### config.mk
export PLATFORM = sky130hd
export DESIGN_NAME = pdr_div_cell
export DESIGN_NICKNAME = d
export VERILOG_FILES = /design/src/rtl/core/pdr_pkg.sv /design/src/rtl/core/pdr_div_cell.sv
export SDC_FILE = /design/constraint.sdc
export NUM_CORES = 1
export LEC_CHECK = 0
export ABC_AREA = 1
export BUFFER_PORTS_ARGS = -buffer_cell sky130_fd_sc_hd__buf_2
export CAP_MARGIN = 25
export CORE_AREA = 2 2 327 329
export DETAILED_ROUTE_END_ITERATION = 16
export DIE_AREA = 0 0 329 331
export PLACE_DENSITY = 0.47
export SLEW_MARGIN = 30
export SYNTH_ARGS = -nofsm -noshare
export SYNTH_HDL_FRONTEND = slang
export SYNTH_SLANG_ARGS = --single-unit
export TNS_END_PERCENT = 20
### constraint.sdc
create_clock -name clk -period 1.2 [get_ports clk]
set_input_delay 0.12 -clock clk [delete_from_list [all_inputs] [get_ports clk]]
set_output_delay 0.12 -clock clk [all_outputs]
set_load 0.02 [all_outputs]
### src/rtl/core/pdr_pkg.sv
package pdr_pkg;

    localparam int TARGET_WIDTH = 256;
    localparam int MOD_STEPS    = 32;
    localparam int DEN_W        = 33;
    localparam int TS_W         = 35;
    localparam int MANT_W       = 23;

    localparam logic [16:0] SPACING_RESET  = 17'd600;
    localparam logic [15:0] INTERVAL_RESET = 16'd2016;
    localparam logic [31:0] LIMIT_RESET    = 32'h1d00ffff;

    localparam logic [2:0] REG_SPACING  = 3'd0;
    localparam logic [2:0] REG_INTERVAL = 3'd1;
    localparam logic [2:0] REG_LIMIT    = 3'd2;
    localparam logic [2:0] REG_SMOOTH   = 3'd3;
    localparam logic [2:0] REG_HEIGHT   = 3'd4;

    localparam logic [2:0] PATH_NONE   = 3'd0;
    localparam logic [2:0] PATH_HELD   = 3'd1;
    localparam logic [2:0] PATH_BTC    = 3'd2;
    localparam logic [2:0] PATH_DIGI   = 3'd3;
    localparam logic [2:0] PATH_CAPPED = 3'd4;

    typedef enum logic [1:0] {
        KIND_NONE = 2'd0,
        KIND_HOLD = 2'd1,
        KIND_BTC  = 2'd2,
        KIND_DIGI = 2'd3
    } kind_t;

    typedef struct packed {
        kind_t              kind;
        logic [31:0]        bits;
        logic [31:0]        mod_n;
        logic [15:0]        mod_rem;
        logic [DEN_W-1:0]   den;
    } meta_t;

    typedef struct packed {
        logic [MANT_W-1:0]  m;
        logic [7:0]         sh;
    } dec_t;

    // compact form to mantissa and left shift, sign bit ignored
    function automatic dec_t decode_compact(input logic [31:0] bits);
        dec_t               d;
        logic [7:0]         size;
        logic [MANT_W-1:0]  mant;
        size = bits[31:24];
        mant = bits[22:0];
        d.sh = 8'd0;
        d.m  = mant;
        if (size == 8'd0) begin
            d.m = '0;
        end else if (size == 8'd1) begin
            d.m = mant >> 16;
        end else if (size == 8'd2) begin
            d.m = mant >> 8;
        end else if (size == 8'd3) begin
            d.m = mant;
        end else if (size >= 8'(3 + TARGET_WIDTH / 8)) begin
            d.m = '0;
        end else begin
            d.sh = {size[4:0] - 5'd3, 3'b000};
        end
        return d;
    endfunction

endpackage

### src/rtl/core/pdr_div_cell.sv
module pdr_div_cell #(
    parameter int W   = pdr_pkg::TARGET_WIDTH,
    parameter int IDX = 0
) (
    input  logic                       clk,
    input  logic                       rst_n,
    input  logic                       en,
    input  logic [15:0]                interval,
    input  logic                       in_valid,
    input  pdr_pkg::meta_t             in_meta,
    input  logic [W-1:0]               in_word,
    input  logic [pdr_pkg::DEN_W-1:0]  in_rem,
    output logic                       out_valid,
    output pdr_pkg::meta_t             out_meta,
    output logic [W-1:0]               out_word,
    output logic [pdr_pkg::DEN_W-1:0]  out_rem
);

    logic [pdr_pkg::DEN_W:0]    cur;
    logic                       ge;
    logic [pdr_pkg::DEN_W-1:0]  rem_next;
    logic [W-1:0]               word_next;
    pdr_pkg::meta_t             meta_next;

    // one restoring division step: quotient bit shifts in at the bottom
    always_comb begin
        cur       = {in_rem, in_word[W-1]};
        ge        = cur >= {1'b0, in_meta.den};
        rem_next  = ge ? pdr_pkg::DEN_W'(cur - {1'b0, in_meta.den}) : cur[pdr_pkg::DEN_W-1:0];
        word_next = {in_word[W-2:0], ge};
    end

    // first cells also reduce next height modulo the interval
    generate
        if (IDX < pdr_pkg::MOD_STEPS) begin : g_mod
            logic [16:0] mcur;
            always_comb begin
                meta_next       = in_meta;
                mcur            = {in_meta.mod_rem, in_meta.mod_n[31]};
                meta_next.mod_n = {in_meta.mod_n[30:0], 1'b0};
                if (mcur >= {1'b0, interval}) begin
                    meta_next.mod_rem = 16'(mcur - {1'b0, interval});
                end else begin
                    meta_next.mod_rem = mcur[15:0];
                end
            end
        end else begin : g_pass
            always_comb begin
                meta_next = in_meta;
            end
        end
    endgenerate

    always_ff @(posedge clk or negedge rst_n) begin
        if (!rst_n) begin
            out_valid <= 1'b0;
        end else if (en) begin
            out_valid <= in_valid;
        end
    end

    always_ff @(posedge clk) begin
        if (en) begin
            out_meta <= meta_next;
            out_word <= word_next;
            out_rem  <= rem_next;
        end
    end

endmodule

==> results.sh <==
export IMPL_outcome="finished, violations left"
export IMPL_violations="negative setup slack"
export IMPL_area_growth_synth_to_final_pct=99.4
export IMPL_syn_num_nets=1770
export IMPL_cp_data_required_time_ns=1.08
export IMPL_dieArea_um2=109000
export IMPL_synth_edf_count=403
export IMPL_period_needed_ns=1.55
export IMPL_grt_pass1_wl_um=115000
export IMPL_numCtsBuffers=49
export IMPL_crit_path_end_kind="output pin"
export IMPL_async_reset_ff_share_pct=0.248
export IMPL_num_nets_final=3306
export IMPL_yosysWarnings=0
export IMPL_die_h_um=331
export IMPL_globalRouteTotalUtil_pct=14.9
export IMPL_dr_total_vias=15900
export IMPL_worstPathMaxFanout=1
export IMPL_cts_sinks=404
export IMPL_first_iter_violations=990
export IMPL_worstSetupEndpoint="out_word[94]"
export IMPL_cts_root_buf="clkbuf_16"
export IMPL_viasPerCell=3.73
export IMPL_worstSetupStartpoint="out_word[94]"
export IMPL_seq_area_frac_synth_pct=73.2
export IMPL_drv_cap=0
export IMPL_dp_cells=3719
export IMPL_syn_avg_cell_area_um2=12.8
export IMPL_die_w_um=329
export IMPL_synthMuxAreaShare_pct=0.0680
export IMPL_h_tree_depth=2
export IMPL_routabilityCongestion=0.900
export IMPL_reg2reg_from="out_valid"
export IMPL_layout_common_cells="647 x buf_2, 407 x dlygate4sd3_1, 403 x edfxtp_1"
export IMPL_cts_tree="yes"
export IMPL_firstDrtPassIters=5
export IMPL_path_clk_slew_ns=0.06
export IMPL_min_path_type="input pin to flop"
export IMPL_wl_um=87100
export IMPL_hold_viol_final=0
export IMPL_rsz0062_at_grt="true"
export IMPL_ys_seq_elements=404
export IMPL_drc=0
export IMPL_power_leakage_nw=14.7
export IMPL_setup_viol=438
export IMPL_synth_xor_area_share_pct=1.16
export IMPL_ant_nets=0
export IMPL_antenna_found_initial=23
export IMPL_synth_compound_area_share_pct=1.84
export IMPL_syn_area_um2=16600
export IMPL_fill_cells=10700
export IMPL_synth_adder_area_share_pct=3.94
export IMPL_ff2ff_setup_slack_ns=0.43
export IMPL_grt_overflow_total=0
export IMPL_reg2regPathDepth=1
export IMPL_clockBufferDepth=3
export IMPL_cpLargestDelayFamily="flip-flops"
export IMPL_fmax_mhz=644
export IMPL_grt_pass1_vias=16000
export IMPL_drive_gt1_share_pct=51.1
export IMPL_start_util_pct=15.8
export IMPL_power_per_cell_area_nw_per_um2=1330
export IMPL_start_kind="flop"
export IMPL_crit_chain="buf_6"
export IMPL_slew_viol_final=0
export IMPL_yosys_cell_types_count=39
export IMPL_worstSkewPairLatency_ns=0.60
export IMPL_core_area_um2=105000
export IMPL_postLayoutSetupSlackWorst_ns=-0.353
export IMPL_path_buf_inv=1
export IMPL_grt_max_degree=32
export IMPL_avgRoutedWirePerCell_um=20.4
export IMPL_synth_flop_cell="edfxtp_1"
export IMPL_path_depth=1
export IMPL_io_buffers=827
export IMPL_fin_cells=4269
export IMPL_finalCritPeriodShare_pct=129
export IMPL_finish_utilization_pct=31.5
export IMPL_post_place_ws_ns=-0.919
export IMPL_cpMaxStageDelayCell="edfxtp_1"
export IMPL_synth_top_family_by_area="simple AND/OR/NAND/NOR gates"
export IMPL_min_path_cells=6
export IMPL_rr_endpoint="out_valid"
export IMPL_synth_simple_area_share_pct=14.8
export IMPL_crit_arrival_ns=1.43
export IMPL_rows=119
export IMPL_hold_ws_ns=0.0696
export IMPL_synthCells=1295
export IMPL_layout_commonest_cell="buf_2"
export IMPL_ir_drop_mv=0.976
export IMPL_ios=829
export IMPL_critical_path_max_stage_delay_ns=0.59
export IMPL_critical_path_class="flop to output pin"
export IMPL_hpwlAfterDp_um=69100
export IMPL_fin_worst_skew_ns=0
[synthesized netlist by cell type, types with 3 or more instances]
master	count	share of area (%)
o21bai_1	3	0.14
a21o_1	3	0.14
a21oi_1	35	1.1
and2_1	5	0.19
nor3_1	12	0.36
nand2_2	7	0.26
nand2_1	364	8.3
xnor2_1	3	0.16
nand4_1	3	0.11
ha_1	49	3.7
edfxtp_1	403	73
nand3_2	12	0.73
nor3_2	3	0.18
xor2_1	19	1.0
nor2_2	4	0.15
inv_1	189	4.3
nand3_1	78	2.4
nand3b_1	12	0.54
nor2_1	48	1.1
o21ai_0	9	0.27
buf_6	3	0.20
buf_2	8	0.24
[through the flow]
stage	area (um2)	TNS, ns	power (mW)
final	33000	-41.79	43.9
after global routing	33000	-65.42	45.7
after CTS	32400	-69.85	44.1
after detailed placement	24800	-41.42	25.7
after global placement	24800	-40.80	25.7
after floorplan	17200	-20.22	21.2
[tightest hold or removal path, delay by kind of cell]
kind,cells,cell delay [ns]
adders and majority gates,1,0.13
buffers and inverters,1,0.11
and+or+nand+nor,4,0.24
[routing by layer]
layer / routed length, um / vias to the layer above / track usage [%]
li1: - / 7488 / -
met1: 35300 / 7686 / 18.2
met2: 40700 / 601 / 24.3
met3: 8040 / 118 / 5.23
met4: 2730 / 22 / 5.14
met5: 346 / - / 1.35
[cell families (layout without fill, tap and decap cells)]
kind of cell,after synthesis,in the layout
multiplexers,1,1
flip-flops,404,404
other,1,8
buffers and inverters,204,1780
XOR/XNOR,22,22
AND/OR/NAND/NOR,557,557
AO/OA/AOI/OAI,55,55
adder cells (fa/ha/maj),51,51
[where the power goes]
part | switching [mW] | total (mW) | internal [mW]
clock network | 6.44 | 15.9 | 9.41
logic | 5.59 | 10.4 | 4.84
registers | 0.669 | 17.7 | 17.0
[how the worst min path moves through the flow]
stage | start | to
after floorplan | rst_n | out_valid
after global placement | rst_n | out_valid
after detailed placement | rst_n | out_valid
after CTS | in_meta[43] | out_meta[44]
after global routing | in_meta[0] | out_rem[0]
final | in_meta[47] | out_meta[48]
[layout make-up]
cell class,instances,area (um2),area share (%)
clock buffers,59,1280,3.89
multi-input cells,687,5040,15.3
inverters,191,752,2.28
repair buffers,1498,11700,35.3
clock inverters,32,400,1.21
diodes,7,17.5,0.0531
well taps,1391,1740,5.27
flip-flops and latches,404,12100,36.7
[sequential cells by signal, summed over array words and instances (netlist names)]
register / count
out_meta: 114
out_rem: 33
out_valid: 1
out_word: 256
[what timing repair did]
action	in CTS	in global routing
buffers inserted	35	14
resized for setup	469	155
gates cloned	4	1
hold buffers	406	2
endpoints found under the hold margin	410	2
setup endpoints to repair	440	454
pin swaps	82	64
(Power assumes the default switching activity.)
