--- src/rtl/core/pdr_pkg.sv ---
package pdr_pkg;

    localparam int TARGET_WIDTH = 256;
    localparam int MOD_STEPS    = 32;
    localparam int DEN_W        = 33;
    localparam int TS_W         = 35;
    localparam int MANT_W       = 23;

    localparam logic [16:0] SPACING_RESET  = 17'd600;
    localparam logic [15:0] INTERVAL_RESET = 16'd2016;
    localparam logic [31:0] LIMIT_RESET    = 32'h1d00ffff;

    localparam logic [2:0] REG_SPACING  = 3'd0;
    localparam logic [2:0] REG_INTERVAL = 3'd1;
    localparam logic [2:0] REG_LIMIT    = 3'd2;
    localparam logic [2:0] REG_SMOOTH   = 3'd3;
    localparam logic [2:0] REG_HEIGHT   = 3'd4;

    localparam logic [2:0] PATH_NONE   = 3'd0;
    localparam logic [2:0] PATH_HELD   = 3'd1;
    localparam logic [2:0] PATH_BTC    = 3'd2;
    localparam logic [2:0] PATH_DIGI   = 3'd3;
    localparam logic [2:0] PATH_CAPPED = 3'd4;

    typedef enum logic [1:0] {
        KIND_NONE = 2'd0,
        KIND_HOLD = 2'd1,
        KIND_BTC  = 2'd2,
        KIND_DIGI = 2'd3
    } kind_t;

    typedef struct packed {
        kind_t              kind;
        logic [31:0]        bits;
        logic [31:0]        mod_n;
        logic [15:0]        mod_rem;
        logic [DEN_W-1:0]   den;
    } meta_t;

    typedef struct packed {
        logic [MANT_W-1:0]  m;
        logic [7:0]         sh;
    } dec_t;

    // compact form to mantissa and left shift, sign bit ignored
    function automatic dec_t decode_compact(input logic [31:0] bits);
        dec_t               d;
        logic [7:0]         size;
        logic [MANT_W-1:0]  mant;
        size = bits[31:24];
        mant = bits[22:0];
        d.sh = 8'd0;
        d.m  = mant;
        if (size == 8'd0) begin
            d.m = '0;
        end else if (size == 8'd1) begin
            d.m = mant >> 16;
        end else if (size == 8'd2) begin
            d.m = mant >> 8;
        end else if (size == 8'd3) begin
            d.m = mant;
        end else if (size >= 8'(3 + TARGET_WIDTH / 8)) begin
            d.m = '0;
        end else begin
            d.sh = {size[4:0] - 5'd3, 3'b000};
        end
        return d;
    endfunction

endpackage

--- src/rtl/core/pdr_front.sv ---
module pdr_front #(
    parameter int W = pdr_pkg::TARGET_WIDTH
) (
    input  logic                       clk,
    input  logic                       rst_n,
    input  logic                       en,
    input  logic                       in_valid,
    input  logic                       has_tip,
    input  logic [30:0]                tip_height,
    input  logic [31:0]                tip_bits,
    input  logic [31:0]                tip_time,
    input  logic                       has_parent,
    input  logic [31:0]                parent_time,
    input  logic [31:0]                window_start_time,
    input  logic [16:0]                spacing,
    input  logic [15:0]                interval,
    input  logic [pdr_pkg::DEN_W-1:0]  span,
    input  logic                       smooth_enable,
    input  logic [30:0]                smooth_height,
    output logic                       out_valid,
    output pdr_pkg::meta_t             out_meta,
    output logic [W-1:0]               out_word
);

    // stage 1: raw differences and mode
    logic               s1_valid_reg;
    logic               s1_tip_reg, s1_parent_reg, s1_smooth_reg;
    logic [31:0]        s1_bits_reg, s1_n_reg;
    logic [32:0]        s1_act_s_reg, s1_act_b_reg;

    always_ff @(posedge clk or negedge rst_n) begin
        if (!rst_n) begin
            s1_valid_reg <= 1'b0;
        end else if (en) begin
            s1_valid_reg <= in_valid;
        end
    end

    always_ff @(posedge clk) begin
        if (en) begin
            s1_tip_reg    <= has_tip;
            s1_parent_reg <= has_parent;
            s1_smooth_reg <= smooth_enable && (tip_height >= smooth_height);
            s1_bits_reg   <= tip_bits;
            s1_n_reg      <= {1'b0, tip_height} + 32'd1;
            s1_act_s_reg  <= {1'b0, tip_time} - {1'b0, parent_time};
            s1_act_b_reg  <= {1'b0, tip_time} - {1'b0, window_start_time};
        end
    end

    // stage 2: timespan, divisor, decoded target
    logic signed [34:0] ds_diff, ds_q, ds_ts, ds_lo, ds_hi, ds_cl;
    logic [18:0]        tgt3;
    logic signed [35:0] bt_act, bt_lo, bt_hi, bt_cl;
    pdr_pkg::meta_t     s2_meta_next;
    logic [pdr_pkg::TS_W-1:0] s2_ts_next;
    pdr_pkg::dec_t      s2_dec_next;

    always_comb begin
        ds_diff = $signed({{2{s1_act_s_reg[32]}}, s1_act_s_reg}) - $signed({18'd0, spacing});
        ds_q    = ds_diff[34] ? ((ds_diff + 35'sd7) >>> 3) : (ds_diff >>> 3);
        ds_ts   = $signed({18'd0, spacing}) + ds_q;
        tgt3    = {2'b00, spacing} + {1'b0, spacing, 1'b0};
        ds_lo   = $signed({18'd0, tgt3[18:2]});
        ds_hi   = $signed({17'd0, tgt3[18:1]});
        ds_cl   = ds_ts;
        if (ds_cl < ds_lo) ds_cl = ds_lo;
        if (ds_cl > ds_hi) ds_cl = ds_hi;

        bt_act = $signed({{3{s1_act_b_reg[32]}}, s1_act_b_reg});
        bt_lo  = $signed({5'd0, span[32:2]});
        bt_hi  = $signed({1'b0, span, 2'b00});
        bt_cl  = bt_act;
        if (bt_cl < bt_lo) bt_cl = bt_lo;
        if (bt_cl > bt_hi) bt_cl = bt_hi;

        s2_meta_next.bits    = s1_bits_reg;
        s2_meta_next.mod_n   = s1_n_reg;
        s2_meta_next.mod_rem = '0;
        s2_meta_next.den     = span;
        s2_ts_next           = bt_cl[34:0];
        if (!s1_tip_reg) begin
            s2_meta_next.kind = pdr_pkg::KIND_NONE;
        end else if (s1_smooth_reg) begin
            s2_meta_next.den = {16'd0, spacing};
            s2_ts_next       = ds_cl;
            s2_meta_next.kind = (s1_parent_reg && spacing != '0) ? pdr_pkg::KIND_DIGI
                                                                  : pdr_pkg::KIND_HOLD;
        end else begin
            s2_meta_next.kind = (interval != '0 && span != '0) ? pdr_pkg::KIND_BTC
                                                                : pdr_pkg::KIND_HOLD;
        end
        s2_dec_next = pdr_pkg::decode_compact(s1_bits_reg);
    end

    logic                       s2_valid_reg, s3_valid_reg, s4_valid_reg;
    pdr_pkg::meta_t             s2_meta_reg, s3_meta_reg, s4_meta_reg;
    logic [pdr_pkg::TS_W-1:0]   s2_ts_reg;
    pdr_pkg::dec_t              s2_dec_reg;
    logic [pdr_pkg::TS_W+pdr_pkg::MANT_W-1:0] s3_prod_reg;
    logic [7:0]                 s3_sh_reg;
    logic [W-1:0]               s4_word_reg;

    always_ff @(posedge clk or negedge rst_n) begin
        if (!rst_n) begin
            s2_valid_reg <= 1'b0;
            s3_valid_reg <= 1'b0;
            s4_valid_reg <= 1'b0;
        end else if (en) begin
            s2_valid_reg <= s1_valid_reg;
            s3_valid_reg <= s2_valid_reg;
            s4_valid_reg <= s3_valid_reg;
        end
    end

    always_ff @(posedge clk) begin
        if (en) begin
            s2_meta_reg <= s2_meta_next;
            s2_ts_reg   <= s2_ts_next;
            s2_dec_reg  <= s2_dec_next;
            // stage 3: mantissa times timespan
            s3_meta_reg <= s2_meta_reg;
            s3_prod_reg <= {{pdr_pkg::TS_W{1'b0}}, s2_dec_reg.m} *
                           {{pdr_pkg::MANT_W{1'b0}}, s2_ts_reg};
            s3_sh_reg   <= s2_dec_reg.sh;
            // stage 4: place product in the target word, bits past the top drop
            s4_meta_reg <= s3_meta_reg;
            s4_word_reg <= W'(s3_prod_reg) << s3_sh_reg;
        end
    end

    assign out_valid = s4_valid_reg;
    assign out_meta  = s4_meta_reg;
    assign out_word  = s4_word_reg;

endmodule

--- config.mk ---
export PLATFORM = sky130hd
export DESIGN_NAME = pdr_front
export DESIGN_NICKNAME = d
export VERILOG_FILES = /design/src/rtl/core/pdr_pkg.sv /design/src/rtl/core/pdr_front.sv
export SDC_FILE = /design/constraint.sdc
export NUM_CORES = 2
export LEC_CHECK = 0
export ABC_AREA = 1
export BUFFER_PORTS_ARGS = -buffer_cell sky130_fd_sc_hd__buf_2
export CORE_MARGIN = 4
export CORE_UTILIZATION = 56
export DETAILED_ROUTE_END_ITERATION = 16
export PLACE_DENSITY_LB_ADDON = 0.15
export SLEW_MARGIN = 20
export SYNTH_ARGS = -nofsm -noshare
export SYNTH_HDL_FRONTEND = slang
export SYNTH_SLANG_ARGS = --single-unit
--- constraint.sdc ---
create_clock -name clk -period 8.15 [get_ports clk]
set_input_delay 1.63 -clock clk [delete_from_list [all_inputs] [get_ports clk]]
set_output_delay 1.63 -clock clk [all_outputs]
set_load 0.005 [all_outputs]
==> qor_table.md <==
| Item | This run |
|---|---|
| Arrival @ worst endpoint | 9.31 ns |
| Unrepaired setup endpoints after global routing | yes |
| Minimum setup slack among reg-to-reg paths | -0.20 ns |
| CTS H-Tree Depth | 3 |
| Final wirelength | 219000 microns |
| Number of synthesized flops with an enable pin | 812 |
| Post-synthesis sequential area ratio | 35.5% |
| Max incr delay on CP | 0.28 ns |
| Full die area | 0.129 sq mm |
| Run status | complete, but fails checks |
| Synth Flop Type | sky130_fd_sc_hd__edfxtp_1 |
| Nets@finish | 10063 |
| Type of the most critical hold path | flop to flop |
| Worst hold slack | 0.405 ns |
| Fraction of layout cells with a size suffix above 1 | 19.6% |
| Wire length of the first global-routing pass | 331000 microns |
| CP delay by family, top | buffers and inverters |
| Clk pin slew, worst setup/hold paths | 0.06 ns |
| Cell type of the slowest stage on the worst timing path | sky130_fd_sc_hd__a31oi_2 |
| Maximum number of buffers from clock root to sink | 3 |
| Startpoint types | input pin |
| Iter 0 DRT Violations | 5231 |
| Transition time at the pin with the least slew margin | 1.15 ns |
| Number of antenna violations at the first check in global routing | 21 |
| Total iterations of the first detailed-routing run | 8 |
| Total count of max-transition violations in the final report | 0 |
| CTS Buf Count | 84 |
| Worst EP required | 8.57 ns |
| Via count of the routed design | 56373 |
| # clock sinks | 816 |
| Worst setup margin | -0.740 ns |
| Standard-cell rows | 128 |
| Clock root buffer master | sky130_fd_sc_hd__clkbuf_16 |
| Area fraction of the dominant cell type after synthesis | 35.4% |
| Fmax | 0.112 GHz |
| Number of nets still failing antenna checks after routing | 0 |
| CTS tree | yes |
| Port buffer count | 618 |
| Most common cell type on the critical path | sky130_fd_sc_hd__buf_4 |
| Starting density of the core | 56.5% |
| Final Hold Fails | 0 |
| Routed wire per std cell | 21.2 microns |
| Overall track demand over capacity in global routing | 33.4% |
| Max-Slew Margin vs Limit | 23.6% |
| Pin count of the biggest net entering global routing | 192 |
| Post-route clock period utilization | 109% |
| Layout Utilization | 67.2% |
| Post-Syn Instances | 7609 |
| Cell with the most instances after synthesis | sky130_fd_sc_hd__nand2_1 |
| Final period demand of the worst path | 8.89 ns |
| Element type at the critical path end | flop |
| Violated checks | negative setup slack |
| Static Leak | 40.2 nW |
| Clock Latency Late Sink | 0.68 ns |
| Critical path fanouts, max | 6 |
| Buffer and inverter count on the worst path | 26 |
| Distinct cells, synth | 61 |
| Summed negative setup slack over all endpoints | -22.85 ns |
| Half-perimeter wire length of the detailed placement result | 177000 microns |
| Synthesized flop and latch total | 816 |
| Total power consumption of the routed design | 38.4 mW |
| Mean area per synthesized cell | 9.06 sq um |
| Fin Clk Skew | 0.0486 ns |
| Ranking of synthesized cells by instance count | sky130_fd_sc_hd__nand2_1 (1742), sky130_fd_sc_hd__inv_1 (1495), sky130_fd_sc_hd__edfxtp_1 (812) |
| I/O pin cnt | 635 |
| Synth async-reset ratio | 0.490% |
| Floorplan core area | 0.122 sq mm |
| Area growth, synth to finish | 19.0% |
| Yosys warnings | 0 |
| Routability Congestion | 0.997 |
| Count of hold buffers inserted by post-cts repair | 0 |
| Cell accounting for the most synthesized area | sky130_fd_sc_hd__edfxtp_1 |
| DRC violations left | 0 |
| Final Setup Violations | 33 |
| Max IR drop VDD | 0.00115 V |
| Vias in the first global route | 56370 |
| Area contributors post-synth | sky130_fd_sc_hd__edfxtp_1 (35%), sky130_fd_sc_hd__fa_1 (20%), sky130_fd_sc_hd__nand2_1 (9.5%), sky130_fd_sc_hd__inv_1 (8.1%), sky130_fd_sc_hd__ha_1 (8.0%) |
| Vias per cell | 5.44 |
| Class of the most critical setup path | input pin to flop |
| Global-route congestion overflow total | 0 |
| Post-Synthesis Cell Area | 0.0689 sq mm |
| Power density cells | 468 mW/mm^2 |
| Count of maximum capacitance violations | 0 |
| Horiz. Die Dim | 359 microns |
| Chip height | 359 microns |
| Max FFs per register | 256 |
area by class of cell:
| cell class | instances | area [sq um] |
|---|---|---|
| Timing Repair inverter | 2 | 17.5 |
| Antenna cell | 7 | 17.5 |
| Clock inverter | 36 | 435 |
| Fill cell | 9985 | 40000 |
| Clock buffer | 111 | 2230 |
| Sequential cell | 816 | 24500 |
| Inverter | 1513 | 5710 |
| Tap cell | 1625 | 2030 |
| Multi-Input combinational cell | 4977 | 38600 |
| Timing Repair Buffer | 1268 | 8500 |
per-layer routing:
| layer | part of all wire [%] | GRT usage [%] | vias to the layer above |
|---|---|---|---|
| li1 | - | - | 26098 |
| met1 | 37 | 40.6 | 27268 |
| met2 | 49 | 57.8 | 2424 |
| met3 | 6.5 | 4.04 | 579 |
| met4 | 7.4 | 19.4 | 4 |
| met5 | 0.0073 | 0 | - |
where the power goes:
part	leakage [nW]	internal (mW)	switching, mW
Sequential	8.17	6.25	0.425
Clock	1.28	2.11	1.64
Combinational	30.7	10.6	17.3
path summary, 6_finish.rpt:
| check | startpoint | end | cells after the start |
|---|---|---|---|
| min in group asynchronous | rst_n | s2_valid_reg | 1 |
| worst max register to register | s1_act_s_reg[12] | s2_ts_reg[22] | 64 |
| max in group asynchronous | rst_n | s3_valid_reg | 1 |
| worst min-delay path | s2_meta_reg[7] | s3_meta_reg[7] | 0 |
| worst max-delay path | spacing[12] | s2_ts_reg[22] | 65 |
| worst min register to register | s2_meta_reg[7] | s3_meta_reg[7] | 0 |
stage by stage:
step / worst slack [ns] / instances / cell area, sq um
detailed placement: -1.82 / 10131 / 77800
floorplan: -0.547 / 7624 / 69300
finish: -0.740 / 10355 / 82000
global placement: -1.68 / 10131 / 77800
CTS: -0.507 / 10327 / 81200
global route: -1.07 / 10349 / 82000
worst register-to-register path: cells and delay by family, from the launching register on:
| family | cells | cell delay [ns] |
|---|---|---|
| buf+inv | 25 | 3.10 |
| flops | 1 | 0.41 |
| simple gates | 26 | 2.30 |
| compound gates | 9 | 1.39 |
| fa+ha+maj | 3 | 0.77 |
| xor+xnor | 1 | 0.11 |
kinds of logic (layout without fill, tap and decap cells):
kind of cell | count (synthesis) | in the layout | synth area share, %
AO/OA/AOI/OAI | 831 | 831 | 6.88
XOR/XNOR | 188 | 188 | 2.41
adder cells (fa/ha/maj) | 1138 | 1138 | 28.2
buffers and inverters | 1834 | 2930 | 10.1
flip-flops | 816 | 816 | 35.5
multiplexers | 18 | 18 | 0.261
other | 1 | 23 | 0.00544
AND/OR/NAND/NOR | 2783 | 2786 | 16.6
placed cells by master, fill, tap and decap left out, types with 15 or more instances in the layout:
cell,instances
sky130_fd_sc_hd__a21oi_1,273
sky130_fd_sc_hd__a21oi_2,19
sky130_fd_sc_hd__a31oi_1,68
sky130_fd_sc_hd__buf_12,33
sky130_fd_sc_hd__buf_2,614
sky130_fd_sc_hd__buf_4,608
sky130_fd_sc_hd__clkbuf_1,24
sky130_fd_sc_hd__clkbuf_16,87
sky130_fd_sc_hd__conb_1,16
sky130_fd_sc_hd__edfxtp_1,812
sky130_fd_sc_hd__fa_1,693
sky130_fd_sc_hd__ha_1,413
sky130_fd_sc_hd__ha_4,28
sky130_fd_sc_hd__inv_1,1472
sky130_fd_sc_hd__inv_2,32
sky130_fd_sc_hd__mux2i_1,18
sky130_fd_sc_hd__nand2_1,1711
sky130_fd_sc_hd__nand2_2,57
sky130_fd_sc_hd__nand3_1,187
sky130_fd_sc_hd__nand3_2,31
sky130_fd_sc_hd__nand4_1,72
sky130_fd_sc_hd__nor2_1,552
sky130_fd_sc_hd__nor2_2,51
sky130_fd_sc_hd__nor2_4,24
sky130_fd_sc_hd__nor3_1,40
sky130_fd_sc_hd__nor4_1,17
sky130_fd_sc_hd__o211ai_1,18
sky130_fd_sc_hd__o21a_1,15
sky130_fd_sc_hd__o21ai_0,271
sky130_fd_sc_hd__o22ai_1,26
sky130_fd_sc_hd__o32ai_1,24
sky130_fd_sc_hd__or2_2,21
sky130_fd_sc_hd__xnor2_1,51
sky130_fd_sc_hd__xor2_1,127
timing repair:
item / in CTS / in global routing
pin swaps: 48 / 91
buffers inserted: 45 / 18
gates resized for setup: 63 / 119
cloned: 5 / 3
endpoints found under the setup margin: 33 / 35
No activity file was read; power rests on OpenSTA's default activity.
